--- src/sv/aspv_pkg.sv ---
// Package for the AS path relation validator.
// Holds the shared codes, the pair record and the scan result type.
// Depends on nothing; used by aspv_cfg_if, all modules and the checker.
package aspv_pkg;

  // Request operations
  localparam logic OP_ADD_PAIR = 1'b0;
  localparam logic OP_SEGMENT  = 1'b1;

  // Segment types
  localparam logic [7:0] SEG_SET          = 8'd1;
  localparam logic [7:0] SEG_SEQUENCE     = 8'd2;
  localparam logic [7:0] SEG_CONFED_SEQ   = 8'd3;
  localparam logic [7:0] SEG_CONFED_SET   = 8'd4;

  // Session relation register codes
  localparam logic [1:0] SESS_CUSTOMER = 2'd0;
  localparam logic [1:0] SESS_PROVIDER = 2'd1;
  localparam logic [1:0] SESS_OTHER    = 2'd2;

  // Pair lookup outcomes
  localparam logic [1:0] LOOK_INVALID = 2'd0;
  localparam logic [1:0] LOOK_VALID   = 2'd1;
  localparam logic [1:0] LOOK_UNKNOWN = 2'd2;

  // Valley check phases
  localparam logic [1:0] PH_VALID1 = 2'd0;
  localparam logic [1:0] PH_UNK1   = 2'd1;
  localparam logic [1:0] PH_VALID2 = 2'd2;
  localparam logic [1:0] PH_UNK2   = 2'd3;

  // Verdict codes
  localparam logic [1:0] V_VALID   = 2'd0;
  localparam logic [1:0] V_INVALID = 2'd1;
  localparam logic [1:0] V_UNKNOWN = 2'd2;

  // Configuration register indexes
  localparam int unsigned CFG_IDX_W = 8;
  localparam logic [CFG_IDX_W-1:0] CFG_LOCAL_AS         = 8'd0;
  localparam logic [CFG_IDX_W-1:0] CFG_SESSION_RELATION = 8'd1;

  typedef struct packed {
    logic [31:0] customer;
    logic [31:0] provider;
  } pair_t;

  typedef struct packed {
    logic done;
    logic found;
    logic seen;
  } scan_res_t;

endpackage

--- src/sv/aspv_req_if.sv ---
// Request channel of the AS path relation validator.
// Carries one add-pair or one path-segment request; no package dependency.
interface aspv_req_if;
  logic        valid;
  logic        ready;
  logic        operation;
  logic [31:0] customer_as;
  logic [31:0] upstream_as;
  logic [7:0]  segment_type;
  logic [7:0]  segment_length;
  logic [31:0] segment_last_as;
  logic        last_segment;

  modport source (output valid, operation, customer_as, upstream_as, segment_type,
                  segment_length, segment_last_as, last_segment, input ready);
  modport sink   (input valid, operation, customer_as, upstream_as, segment_type,
                  segment_length, segment_last_as, last_segment, output ready);
endinterface

--- src/sv/aspv_rsp_if.sv ---
// Result channel of the AS path relation validator.
// Carries one path verdict; no package dependency.
interface aspv_rsp_if;
  logic       valid;
  logic       ready;
  logic [1:0] verdict;

  modport source (output valid, verdict, input ready);
  modport sink   (input valid, verdict, output ready);
endinterface

--- src/sv/aspv_cfg_if.sv ---
// Configuration write channel of the AS path relation validator.
// Carries a register index and write data; width taken from aspv_pkg.
interface aspv_cfg_if;
  logic                            valid;
  logic                            ready;
  logic [aspv_pkg::CFG_IDX_W-1:0]  index;
  logic [31:0]                     data;

  modport source (output valid, index, data, input ready);
  modport sink   (input valid, index, data, output ready);
endinterface

--- src/sv/aspv_pair_scan.sv ---
// Relation pair table and its linear search engine.
// Holds the pair memory (one read port, one write port); uses aspv_pkg.
module aspv_pair_scan #(
  parameter int Entries = 64,
  localparam int IdxW = (Entries > 1) ? $clog2(Entries) : 1,
  localparam int CntW = $clog2(Entries + 1)
) (
  input  logic                clk,
  input  logic                rst,
  input  logic                wr_en,
  input  logic [IdxW-1:0]     wr_addr,
  input  aspv_pkg::pair_t     wr_pair,
  input  logic                start,
  input  aspv_pkg::pair_t     key,
  input  logic [CntW-1:0]     count,
  output aspv_pkg::scan_res_t res
);

  aspv_pkg::pair_t mem [Entries];
  aspv_pkg::pair_t rd_data;
  aspv_pkg::pair_t key_r;
  logic            busy;
  logic            rd_valid;
  logic [CntW-1:0] idx;
  logic            seen;

  logic cust_hit;
  logic hit;
  logic fin;
  logic issue;

  // Compare the entry read last cycle and decide whether to go on
  always_comb begin
    cust_hit = rd_valid && (rd_data.customer == key_r.customer);
    hit      = cust_hit && (rd_data.provider == key_r.provider);
    fin      = busy && (hit || ((idx == count) && !rd_valid));
    issue    = busy && !fin && (idx < count);
  end

  // Write pairs into the table
  always_ff @(posedge clk) begin
    if (wr_en) begin
      mem[wr_addr] <= wr_pair;
    end
  end

  // Read one entry per cycle
  always_ff @(posedge clk) begin
    if (issue) begin
      rd_data <= mem[idx[IdxW-1:0]];
    end
  end

  // Search control
  always_ff @(posedge clk) begin
    if (rst) begin
      busy     <= 1'b0;
      rd_valid <= 1'b0;
      idx      <= '0;
      seen     <= 1'b0;
      res      <= '0;
    end else begin
      res.done <= 1'b0;
      if (start) begin
        busy     <= 1'b1;
        rd_valid <= 1'b0;
        idx      <= '0;
        seen     <= 1'b0;
        key_r    <= key;
      end else if (busy) begin
        rd_valid <= issue;
        seen     <= seen | cust_hit;
        if (issue) begin
          idx <= idx + CntW'(1);
        end
        if (fin) begin
          busy      <= 1'b0;
          res.done  <= 1'b1;
          res.found <= hit;
          res.seen  <= seen | cust_hit;
        end
      end
    end
  end

endmodule

--- src/sv/as_path_relation_validator_top.sv ---
// AS path relation validator: keeps a table of up to TABLE_ENTRIES customer-provider
// AS pairs and checks route AS paths against it, one segment request at a time. An
// add request is written straight into the table from the idle state. A segment that
// needs a pair lookup searches the table one entry per cycle through the single read
// port of the pair memory, and stops early when the exact pair is found; a segment
// that needs no lookup skips the search, and the last segment of a path also loads
// the verdict register. The next request is accepted while a verdict waits.
// Uses aspv_pkg, the three channel interfaces and aspv_pair_scan.
module as_path_relation_validator_top #(
  parameter int TABLE_ENTRIES = 64
) (
  input  logic       clk,
  input  logic       rst,
  aspv_req_if.sink   request,
  aspv_rsp_if.source result,
  aspv_cfg_if.sink   cfg
);

  localparam int IdxW = (TABLE_ENTRIES > 1) ? $clog2(TABLE_ENTRIES) : 1;
  localparam int CntW = $clog2(TABLE_ENTRIES + 1);

  localparam logic [1:0] ST_IDLE  = 2'd0;
  localparam logic [1:0] ST_SCAN  = 2'd1;
  localparam logic [1:0] ST_APPLY = 2'd2;
  localparam logic [1:0] ST_EMIT  = 2'd3;

  logic [1:0]  state;
  logic [31:0] local_as;
  logic [1:0]  session_rel;
  logic [CntW-1:0] pair_count;
  logic        path_open;
  logic        decided;
  logic [1:0]  held;
  logic [1:0]  phase;
  logic [31:0] prev_hop;
  logic [31:0] seg_hop;
  logic        seg_last;
  logic        need_lookup;
  logic        need_unknown;
  logic [1:0]  pend_verdict;
  logic        out_valid;
  logic [1:0]  out_verdict;

  logic        accept;
  logic        add_req;
  logic        seg_req;
  logic        table_full;
  logic        seq_type;
  logic        checked;
  logic        reverse;
  logic [31:0] prev_use;
  aspv_pkg::pair_t     scan_key;
  aspv_pkg::pair_t     add_pair;
  aspv_pkg::scan_res_t scan_res;
  logic        out_load;

  logic [1:0]  look;
  logic [1:0]  phase_next;
  logic        decided_next;
  logic [1:0]  held_next;
  logic [1:0]  verdict_next;

  assign request.ready = (state == ST_IDLE);
  assign cfg.ready     = 1'b1;
  assign result.valid   = out_valid;
  assign result.verdict = out_verdict;

  // Decode the incoming request
  always_comb begin
    accept     = request.valid && request.ready;
    add_req    = accept && (request.operation == aspv_pkg::OP_ADD_PAIR);
    seg_req    = accept && (request.operation == aspv_pkg::OP_SEGMENT);
    table_full = (pair_count == CntW'(TABLE_ENTRIES));
    seq_type   = (request.segment_type == aspv_pkg::SEG_SEQUENCE) ||
                 (request.segment_type == aspv_pkg::SEG_CONFED_SEQ);
    checked    = (request.segment_length != 8'd0) && !decided && !session_rel[1];
    prev_use   = path_open ? prev_hop : local_as;
    reverse    = (session_rel != aspv_pkg::SESS_CUSTOMER) &&
                 ((phase == aspv_pkg::PH_VALID2) || (phase == aspv_pkg::PH_UNK2));
    scan_key.customer = reverse ? request.segment_last_as : prev_use;
    scan_key.provider = reverse ? prev_use : request.segment_last_as;
    add_pair.customer = request.customer_as;
    add_pair.provider = request.upstream_as;
  end

  aspv_pair_scan #(
    .Entries (TABLE_ENTRIES)
  ) u_scan (
    .clk     (clk),
    .rst     (rst),
    .wr_en   (add_req && !table_full),
    .wr_addr (pair_count[IdxW-1:0]),
    .wr_pair (add_pair),
    .start   (seg_req && checked && seq_type),
    .key     (scan_key),
    .count   (pair_count),
    .res     (scan_res)
  );

  // Apply the hop outcome and form the verdict
  always_comb begin
    if (scan_res.found) begin
      look = aspv_pkg::LOOK_VALID;
    end else if (scan_res.seen) begin
      look = aspv_pkg::LOOK_INVALID;
    end else begin
      look = aspv_pkg::LOOK_UNKNOWN;
    end
    phase_next   = phase;
    decided_next = decided;
    held_next    = held;
    if (need_lookup) begin
      if (session_rel == aspv_pkg::SESS_CUSTOMER) begin
        if (look == aspv_pkg::LOOK_UNKNOWN) begin
          phase_next = aspv_pkg::PH_UNK1;
        end else if (look == aspv_pkg::LOOK_INVALID) begin
          decided_next = 1'b1;
          held_next    = aspv_pkg::V_INVALID;
        end
      end else begin
        unique case (phase)
          aspv_pkg::PH_VALID1: begin
            if (look == aspv_pkg::LOOK_UNKNOWN) begin
              phase_next = aspv_pkg::PH_UNK1;
            end else if (look == aspv_pkg::LOOK_INVALID) begin
              phase_next = aspv_pkg::PH_VALID2;
            end
          end
          aspv_pkg::PH_UNK1: begin
            if (look == aspv_pkg::LOOK_INVALID) begin
              phase_next = aspv_pkg::PH_UNK2;
            end
          end
          aspv_pkg::PH_VALID2: begin
            if (look == aspv_pkg::LOOK_INVALID) begin
              decided_next = 1'b1;
              held_next    = aspv_pkg::V_INVALID;
            end else if (look == aspv_pkg::LOOK_UNKNOWN) begin
              phase_next = aspv_pkg::PH_UNK2;
            end
          end
          default: begin
            if (look == aspv_pkg::LOOK_INVALID) begin
              decided_next = 1'b1;
              held_next    = aspv_pkg::V_INVALID;
            end
          end
        endcase
      end
    end
    if (need_unknown) begin
      decided_next = 1'b1;
      held_next    = aspv_pkg::V_UNKNOWN;
    end
    if (session_rel[1]) begin
      verdict_next = aspv_pkg::V_UNKNOWN;
    end else if (decided_next) begin
      verdict_next = held_next;
    end else if (session_rel == aspv_pkg::SESS_CUSTOMER) begin
      verdict_next = (phase_next == aspv_pkg::PH_VALID1) ? aspv_pkg::V_VALID
                                                         : aspv_pkg::V_UNKNOWN;
    end else begin
      verdict_next = ((phase_next == aspv_pkg::PH_VALID1) ||
                      (phase_next == aspv_pkg::PH_VALID2)) ? aspv_pkg::V_VALID
                                                           : aspv_pkg::V_UNKNOWN;
    end
  end

  assign out_load = (state == ST_EMIT) && (!out_valid || result.ready);

  // Configuration registers
  always_ff @(posedge clk) begin
    if (rst) begin
      local_as    <= 32'd0;
      session_rel <= aspv_pkg::SESS_OTHER;
    end else if (cfg.valid && cfg.ready) begin
      unique case (cfg.index)
        aspv_pkg::CFG_LOCAL_AS:         local_as    <= cfg.data;
        aspv_pkg::CFG_SESSION_RELATION: session_rel <= cfg.data[1:0];
        default: ;
      endcase
    end
  end

  // Sequencer and path state
  always_ff @(posedge clk) begin
    if (rst) begin
      state      <= ST_IDLE;
      pair_count <= '0;
      path_open  <= 1'b0;
      decided    <= 1'b0;
      held       <= aspv_pkg::V_VALID;
      phase      <= aspv_pkg::PH_VALID1;
    end else begin
      unique case (state)
        ST_IDLE: begin
          if (add_req && !table_full) begin
            pair_count <= pair_count + CntW'(1);
          end
          if (seg_req) begin
            path_open    <= 1'b1;
            prev_hop     <= prev_use;
            seg_hop      <= request.segment_last_as;
            seg_last     <= request.last_segment;
            need_lookup  <= checked && seq_type;
            need_unknown <= checked && !seq_type;
            state        <= (checked && seq_type) ? ST_SCAN : ST_APPLY;
          end
        end
        ST_SCAN: begin
          if (scan_res.done) begin
            state <= ST_APPLY;
          end
        end
        ST_APPLY: begin
          phase   <= phase_next;
          decided <= decided_next;
          held    <= held_next;
          if (need_lookup) begin
            prev_hop <= seg_hop;
          end
          pend_verdict <= verdict_next;
          state        <= seg_last ? ST_EMIT : ST_IDLE;
        end
        ST_EMIT: begin
          // Close the path once the verdict is in the output register
          if (out_load) begin
            path_open <= 1'b0;
            decided   <= 1'b0;
            held      <= aspv_pkg::V_VALID;
            phase     <= aspv_pkg::PH_VALID1;
            state     <= ST_IDLE;
          end
        end
        default: state <= ST_IDLE;
      endcase
    end
  end

  // Verdict output register
  always_ff @(posedge clk) begin
    if (rst) begin
      out_valid <= 1'b0;
    end else if (out_load) begin
      out_valid <= 1'b1;
    end else if (result.ready) begin
      out_valid <= 1'b0;
    end
  end

  always_ff @(posedge clk) begin
    if (out_load) begin
      out_verdict <= pend_verdict;
    end
  end

endmodule

--- src/flat_wrapper.sv ---
// flat-port wrapper written by rule: the top's interface ports become plain ports
module as_path_relation_validator_top_flat 
#(
  parameter int TABLE_ENTRIES = 64
)
  (clk, rst, request_valid, request_operation, request_customer_as, request_upstream_as, request_segment_type, request_segment_length, request_segment_last_as, request_last_segment, request_ready, result_valid, result_verdict, result_ready, cfg_valid, cfg_index, cfg_data, cfg_ready);
  aspv_req_if request_i ();
  aspv_rsp_if result_i ();
  aspv_cfg_if cfg_i ();
  input  logic clk;
  input  logic rst;
  input wire logic [$bits(request_i.valid)-1:0] request_valid;
  input wire logic [$bits(request_i.operation)-1:0] request_operation;
  input wire logic [$bits(request_i.customer_as)-1:0] request_customer_as;
  input wire logic [$bits(request_i.upstream_as)-1:0] request_upstream_as;
  input wire logic [$bits(request_i.segment_type)-1:0] request_segment_type;
  input wire logic [$bits(request_i.segment_length)-1:0] request_segment_length;
  input wire logic [$bits(request_i.segment_last_as)-1:0] request_segment_last_as;
  input wire logic [$bits(request_i.last_segment)-1:0] request_last_segment;
  output wire logic [$bits(request_i.ready)-1:0] request_ready;
  output wire logic [$bits(result_i.valid)-1:0] result_valid;
  output wire logic [$bits(result_i.verdict)-1:0] result_verdict;
  input wire logic [$bits(result_i.ready)-1:0] result_ready;
  input wire logic [$bits(cfg_i.valid)-1:0] cfg_valid;
  input wire logic [$bits(cfg_i.index)-1:0] cfg_index;
  input wire logic [$bits(cfg_i.data)-1:0] cfg_data;
  output wire logic [$bits(cfg_i.ready)-1:0] cfg_ready;
  assign request_i.valid = request_valid;
  assign request_i.operation = request_operation;
  assign request_i.customer_as = request_customer_as;
  assign request_i.upstream_as = request_upstream_as;
  assign request_i.segment_type = request_segment_type;
  assign request_i.segment_length = request_segment_length;
  assign request_i.segment_last_as = request_segment_last_as;
  assign request_i.last_segment = request_last_segment;
  assign request_ready = request_i.ready;
  assign result_valid = result_i.valid;
  assign result_verdict = result_i.verdict;
  assign result_i.ready = result_ready;
  assign cfg_i.valid = cfg_valid;
  assign cfg_i.index = cfg_index;
  assign cfg_i.data = cfg_data;
  assign cfg_ready = cfg_i.ready;
  as_path_relation_validator_top #(.TABLE_ENTRIES(TABLE_ENTRIES)) u_core (.clk(clk), .rst(rst), .request(request_i), .result(result_i), .cfg(cfg_i));
endmodule
--- config.mk ---
export PLATFORM = sky130hd
export DESIGN_NAME = as_path_relation_validator_top_flat
export DESIGN_NICKNAME = d
export VERILOG_FILES = /design/src/sv/aspv_pkg.sv /design/src/sv/aspv_req_if.sv /design/src/sv/aspv_rsp_if.sv /design/src/sv/aspv_cfg_if.sv /design/src/sv/aspv_pair_scan.sv /design/src/sv/as_path_relation_validator_top.sv /design/src/flat_wrapper.sv
export SDC_FILE = /design/constraint.sdc
export NUM_CORES = 2
export LEC_CHECK = 0
export BUFFER_PORTS_ARGS = -buffer_cell sky130_fd_sc_hd__buf_2
export CAP_MARGIN = 5
export CORE_UTILIZATION = 30
export DETAILED_ROUTE_END_ITERATION = 10
export GPL_TIMING_DRIVEN = 0
export REMOVE_ABC_BUFFERS = 1
export SLEW_MARGIN = 20
export SYNTH_ARGS = -nofsm -noshare
export SYNTH_HDL_FRONTEND = slang
export SYNTH_HIERARCHICAL = 1
export SYNTH_SLANG_ARGS = --single-unit
--- constraint.sdc ---
create_clock -name clk -period 9.76 [get_ports clk]
set_input_delay 0.976 -clock clk [delete_from_list [all_inputs] [get_ports clk]]
set_output_delay 0.976 -clock clk [all_outputs]
set_load 0.05 [all_outputs]
# Yosys cells after proc, flatten, opt, wreduce, memory -nomap -nowiden
# Memory sizes are Yosys's and may differ from the RTL's. A register that Yosys moved wholly into a read port is not among the register bits.
# Cells that the tools add are included.
[classes]
add_sub_neg = 2
magnitude_cmp = 1
eq_ne = 19
n_mux = 53
bitwise = 5
reduce_logical = 57
[ops]
columns = ["operator", "count"]
rows = [
  ["$mux 32", 5],
  ["$eq 32x32->1", 2],
  ["$pmux 32 s2", 1],
  ["$mux 2", 25],
  ["$logic_and 1x1->1", 18],
  ["$eq 8x2->1 const B", 2],
  ["$mux 1", 15],
  ["$add 7x1->7 const B", 2],
  ["$reduce_and 2->1", 7],
  ["$eq 2x2->1 const B", 6],
  ["$reduce_and 3->1", 4],
  ["$logic_not 2->1", 5],
  ["$reduce_bool 2->1", 5],
  ["$eq 8x1->1 const B", 1],
  ["$logic_not 8->1", 1],
  ["$pmux 2 s2", 2],
  ["$pmux 2 s4", 1],
  ["$reduce_bool 8->1", 1],
  ["$eq 7x7->1", 1],
  ["$eq 7x7->1 const B", 1],
  ["$logic_not 1->1", 7],
  ["$lt 7x7->1", 1],
  ["$pmux 2 s3", 1],
  ["$logic_or 1x1->1", 5],
  ["other kinds (10)", 18],
]
[totals]
regBits = 198
ramBits = 4096
output_inout_bits = 5
n_memories = 1
[mem_list]
columns = ["name", "depth", "width", "rd", "rd_clocked_by_memory_dff", "wr", "line_no", "text"]
rows = [
  ["u_core.u_scan.mem", 64, 64, 1, 1, 1, "aspv_pair_scan.sv:19", "aspv_pkg::pair_t mem [Entries];"],
]

# Depth between registers and ports, before layout
[depth]
ltp_word = 13
ltp_mapped = 13

# By module
# Netlist, hierarchy kept.
[modules_own_cells]
columns = ["mod", "instances", "cells_each", "area_per_inst_um2"]
rows = [
  ["aspv_pair_scan", 1, 6160, 160327.5],
  ["as_path_relation_validator_top", 1, 588, 5582.9],
]

# Worst setup path before layout
# OpenSTA, ideal clock, no wires.
[synth_path]
kind = "input to register"
from = "input port request_operation"
to = "memory u_core/u_scan/mem[36][0] in the netlist's numbering, enable pin"
setup_ns = 0.565
t_arrival_ns = 6.402
required_time_ns = 9.195
setup_slack_ns = 2.794
path_stages = 5
path_cell_list = "nor4b_4 -> o31a_4 -> nor4bb_1 -> nand2_1 -> nor3_1"
[synth_via]
elab_chain_cells = 5
[synth_rtl]
columns = ["element", "line_no", "text"]
rows = [
  ["start: declaration", "flat_wrapper.sv:13", "input wire logic [$bits(request_i.operation)-1:0] request_operation;"],
  ["$not 1->1", "as_path_relation_validator_top.sv:71", "add_req = accept && (request.operation == aspv_pkg::OP_ADD_PAIR);"],
  ["$logic_and 1x1->1", "as_path_relation_validator_top.sv:71", ""],
  ["$logic_and 1x1->1", "as_path_relation_validator_top.sv:91", ".wr_en (add_req && !table_full),"],
  ["$mux 1", "aspv_pair_scan.sv:42", "if (wr_en) begin"],
  ["$mux 1 (implied by the code)", "aspv_pair_scan.sv:43", "mem[wr_addr] <= wr_pair;"],
  ["end: declaration", "aspv_pair_scan.sv:19", ""],
]
# Every way passes these cells.

# Worst setup path in the final report
[layout_path]
from = "register u_core/u_scan/key_r[24] in the netlist's numbering"
to = "register u_core/u_scan/rd_data[22] (netlist name)"
[layout_via]
elab_chain_cells = 7
[layout_rtl]
columns = ["element", "line_no", "text"]
rows = [
  ["start: declaration", "aspv_pair_scan.sv:21", "aspv_pkg::pair_t key_r;"],
  ["start signal: assignment", "aspv_pair_scan.sv:69", "key_r <= key;"],
  ["$eq 32x32->1", "aspv_pair_scan.sv:35", "hit = cust_hit && (rd_data.provider == key_r.provider);"],
  ["$logic_and 1x1->1", "aspv_pair_scan.sv:35", ""],
  ["$logic_or 1x1->1", "aspv_pair_scan.sv:36", "fin = busy && (hit || ((idx == count) && !rd_valid));"],
  ["$logic_and 1x1->1", "aspv_pair_scan.sv:36", ""],
  ["$logic_not 1->1", "aspv_pair_scan.sv:37", "issue = busy && !fin && (idx < count);"],
  ["$logic_and 1x1->1 (2 in a row)", "aspv_pair_scan.sv:37", ""],
  ["via u_core.u_scan.issue", "aspv_pair_scan.sv:30", "logic issue;"],
]
# The timed path passes the listed nets, and every way through them passes these cells.
# A chain may end at the register's enable or synchronous reset.

==> impl_metrics.ini <==
[flow_run]
cap_violations = 0

[clock_tree]
cts_tree = built
post_cts_buffers = 0
root_buffer = clkbuf_16
htreeDepth = 5
post_cts_resized = 0
cts_max_path_buffers = 4
cts_inserted_buffers = 414
clkSinkCount = 4358
clk_pin_slew_worst_paths_ns = 0.07
clk_latency_ns = 0.99
cts_hold_buf = 0

[global_routing]
grt_pass1_wl_um = 639000
grt_max_degree = 69
grt-ovfl-total = 0
grt_usage = 0.163
grt_pass1_vias = 79213
antenna_found_initial = 84

[placement]
finalWeightedCongestion = 0.744
place_hpwl_um = 321000
dpl_worst_slack_ns = 4.86
io_buffers = 161

[routing]
drt-initial-drc-count = 12091
wl_met2_um = 211000
top_layer = met5
vias = 80341
wl_per_cell_um = 31.1
drc_errors = 0
antenna_left = 0
drtPass1Iterations = 5
wl_met3_um = 54700
routedLengthMet1_um = 189000
avgViaCountPerCell = 5.33
drt-total-wl_um = 469000

[synthesis]
synthTopCellsByCount = edfxtp_1 (4295), mux4_2 (1344), clkbuf_1 (197)
synth_top_cells_by_area = edfxtp_1 (78%), mux4_2 (18%), dfxtp_1 (0.76%), clkbuf_1 (0.45%), nor2_1 (0.36%)
netlist_area_mm2 = 0.166
async_flop_share = 0
ys_ff_latch = 4358
yosysUniqueCellTypes = 58
synth_edf_count = 4295
synthFlopType = edfxtp_1
yosys.area.top_type_share = 0.777
yosysWarningCount = 6
synth.avg_cell_area_um2 = 24.6
netlist.top_cell.by_area = edfxtp_1
yosysMostFrequentCell = edfxtp_1
yosysSeqAreaShare = 0.785
syn_inst = 6748

[critical_path]
startpoint = u_core/u_scan/key_r[24]
critPathLaunchType = flop
worst-r2r-setup-slack_ns = 4.82
crit_arrival_ns = 5.64
critPathMaxStageDelay_ns = 0.94
crit_fanout = 20
worstSetupEndpointType = flop
crit_slowest_cell = nand4_1
critical_path_class = flop to flop
path_cells = xnor2_1 > nand4_1 > nor4_1 > nand2_1 > o211ai_1 > nor2_4 > buf_12 > buf_12
critPathRequiredTime_ns = 10.46
r2r-start = u_core/u_scan/key_r[24]
path_common_cell = buf_12

[power_and_ir_drop]
cellLeakagePower_nw = 58.9
powerDensity_mw_per_mm2 = 187
vdd_drop_max_v = 0.000145

[sta]
finalHoldViolCount = 0
final_max_slew_viol_count = 0
hold_ws_ns = 0.155
period_share = 0.506
fmax_ghz = 0.202
tightest_slew_ns = 1.23
rsz0062_at_grt = no
fin_ws_ns = 4.82
finalCriticalPeriod_ns = 4.94
setup_viol = 0
clock_skew_ns = 0.0596
max_slew_margin = 0.177

[final_layout]
final_nets = 7621
syn_to_final_growth_pct = 20.1
drive_above_1_share = 0.344

[floorplan]
fp.dieArea_mm2 = 0.556
placementRows = 272
die_x_um = 746
start_util = 0.302
ios = 164
die_h_um = 746
core_mm2 = 0.550

[worst_hold_path]
hold_start = request_last_segment
hold_path_class = primary input to flop

[outcome]
status = finished, final reports clean
kinds of logic after synthesis:
group | share of synthesized area
and+or+nand+nor | 0.0105
AOI/OAI and AO/OA | 0.00619
xor gates and xnor gates | 0.00364
muxes | 0.184
other | 0.0000226
DFF | 0.785
buffers and inverters | 0.00944
adders and majority gates | 0.000754
path summary, 6_finish.rpt:
path / cells after the start / endpoint
setup / recovery: 8 / u_core/u_scan/rd_data[22]
hold / removal: 1 / u_core/seg_last
setup reg to reg: 8 / u_core/u_scan/rd_data[22]
hold reg to reg: 0 / u_core/result.verdict[0]
power by group:
group	internal [mW]	switching, mW	total [mW]
clock network	9.24	7.00	16.2
logic	0.113	0.381	0.493
registers	20.6	0.0167	20.6
total	29.9	7.39	37.3
cell type report:
type / instances / area, um^2
diodes: 20 / 50.0
clock buffers: 519 / 11000
clock inverters: 247 / 2650
fillers: 48759 / 350000
inverters: 17 / 63.8
multi-input cells: 2019 / 34700
flip-flops and latches: 4358 / 130000
well taps: 7261 / 9080
repair buffers: 642 / 11600
stage by stage:
stage | setup TNS [ns] | area, um^2 | power, mW | cells | utilization
2_1_floorplan | -4916.65 | 164000 | 21.1 | 6394 | -
3_3_place_gp | - | 174000 | 21.4 | 13816 | 0.317
3_5_place_dp | 0 | 186000 | 21.5 | 14297 | 0.338
4_1_cts | 0 | 199000 | 37.6 | 15063 | 0.363
5_1_grt | 0 | 199000 | 38.3 | 15074 | 0.363
6_report | 0 | 199000 | 37.3 | 15083 | 0.363
sequential cells by signal, indices dropped and copies added, names as in the netlist, 2 cells and up:
signal and flops:
u_core/u_scan/rd_data 64, u_core/result.verdict 2, u_core/held 2, u_core/u_scan/res 3
u_core/pend_verdict 2, u_core/u_scan/mem 4096, u_core/u_scan/idx 7, u_core/u_scan/key_r 64
u_core/state 2, u_core/prev_hop 32, u_core/pair_count 7, u_core/seg_hop 32
u_core/session_rel 2, u_core/local_as 32, u_core/phase 2
metal layers:
metal | global-route usage | vias to the layer above
li1 | - | 30644
met1 | 0.233 | 43822
met2 | 0.248 | 4895
met3 | 0.0423 | 946
met4 | 0.0437 | 34
met5 | 0 | -
layout by cell type (no fill, tap or decap), drive strengths merged, types with 3 or more instances in the layout:
cell type,instances
a211oi,4
a21oi,108
a22o,3
and2,3
buf,642
bufinv,47
clkbuf,519
clkinv,178
clkinvlp,13
dfxtp,63
diode,20
edfxtp,4295
ha,10
inv,26
mux2i,34
mux4,1344
nand2,117
nand2b,6
nand3,15
nand3b,4
nand4,15
nand4b,3
nor2,158
nor2b,11
nor3,7
nor3b,3
nor4,16
o211ai,3
o21a,3
o21ai,40
o31a,3
o31ai,5
or2,3
or4,8
xnor2,38
xor2,31
critical path, delay by kind of cell (launching register included):
kind,cells,cell delay (ns)
flops,1,0.49
xor+xnor,1,0.64
buf+inv,2,0.47
simple gates,4,2.11
compound gates,1,0.88
No activity file was read; power rests on OpenSTA's default activity.
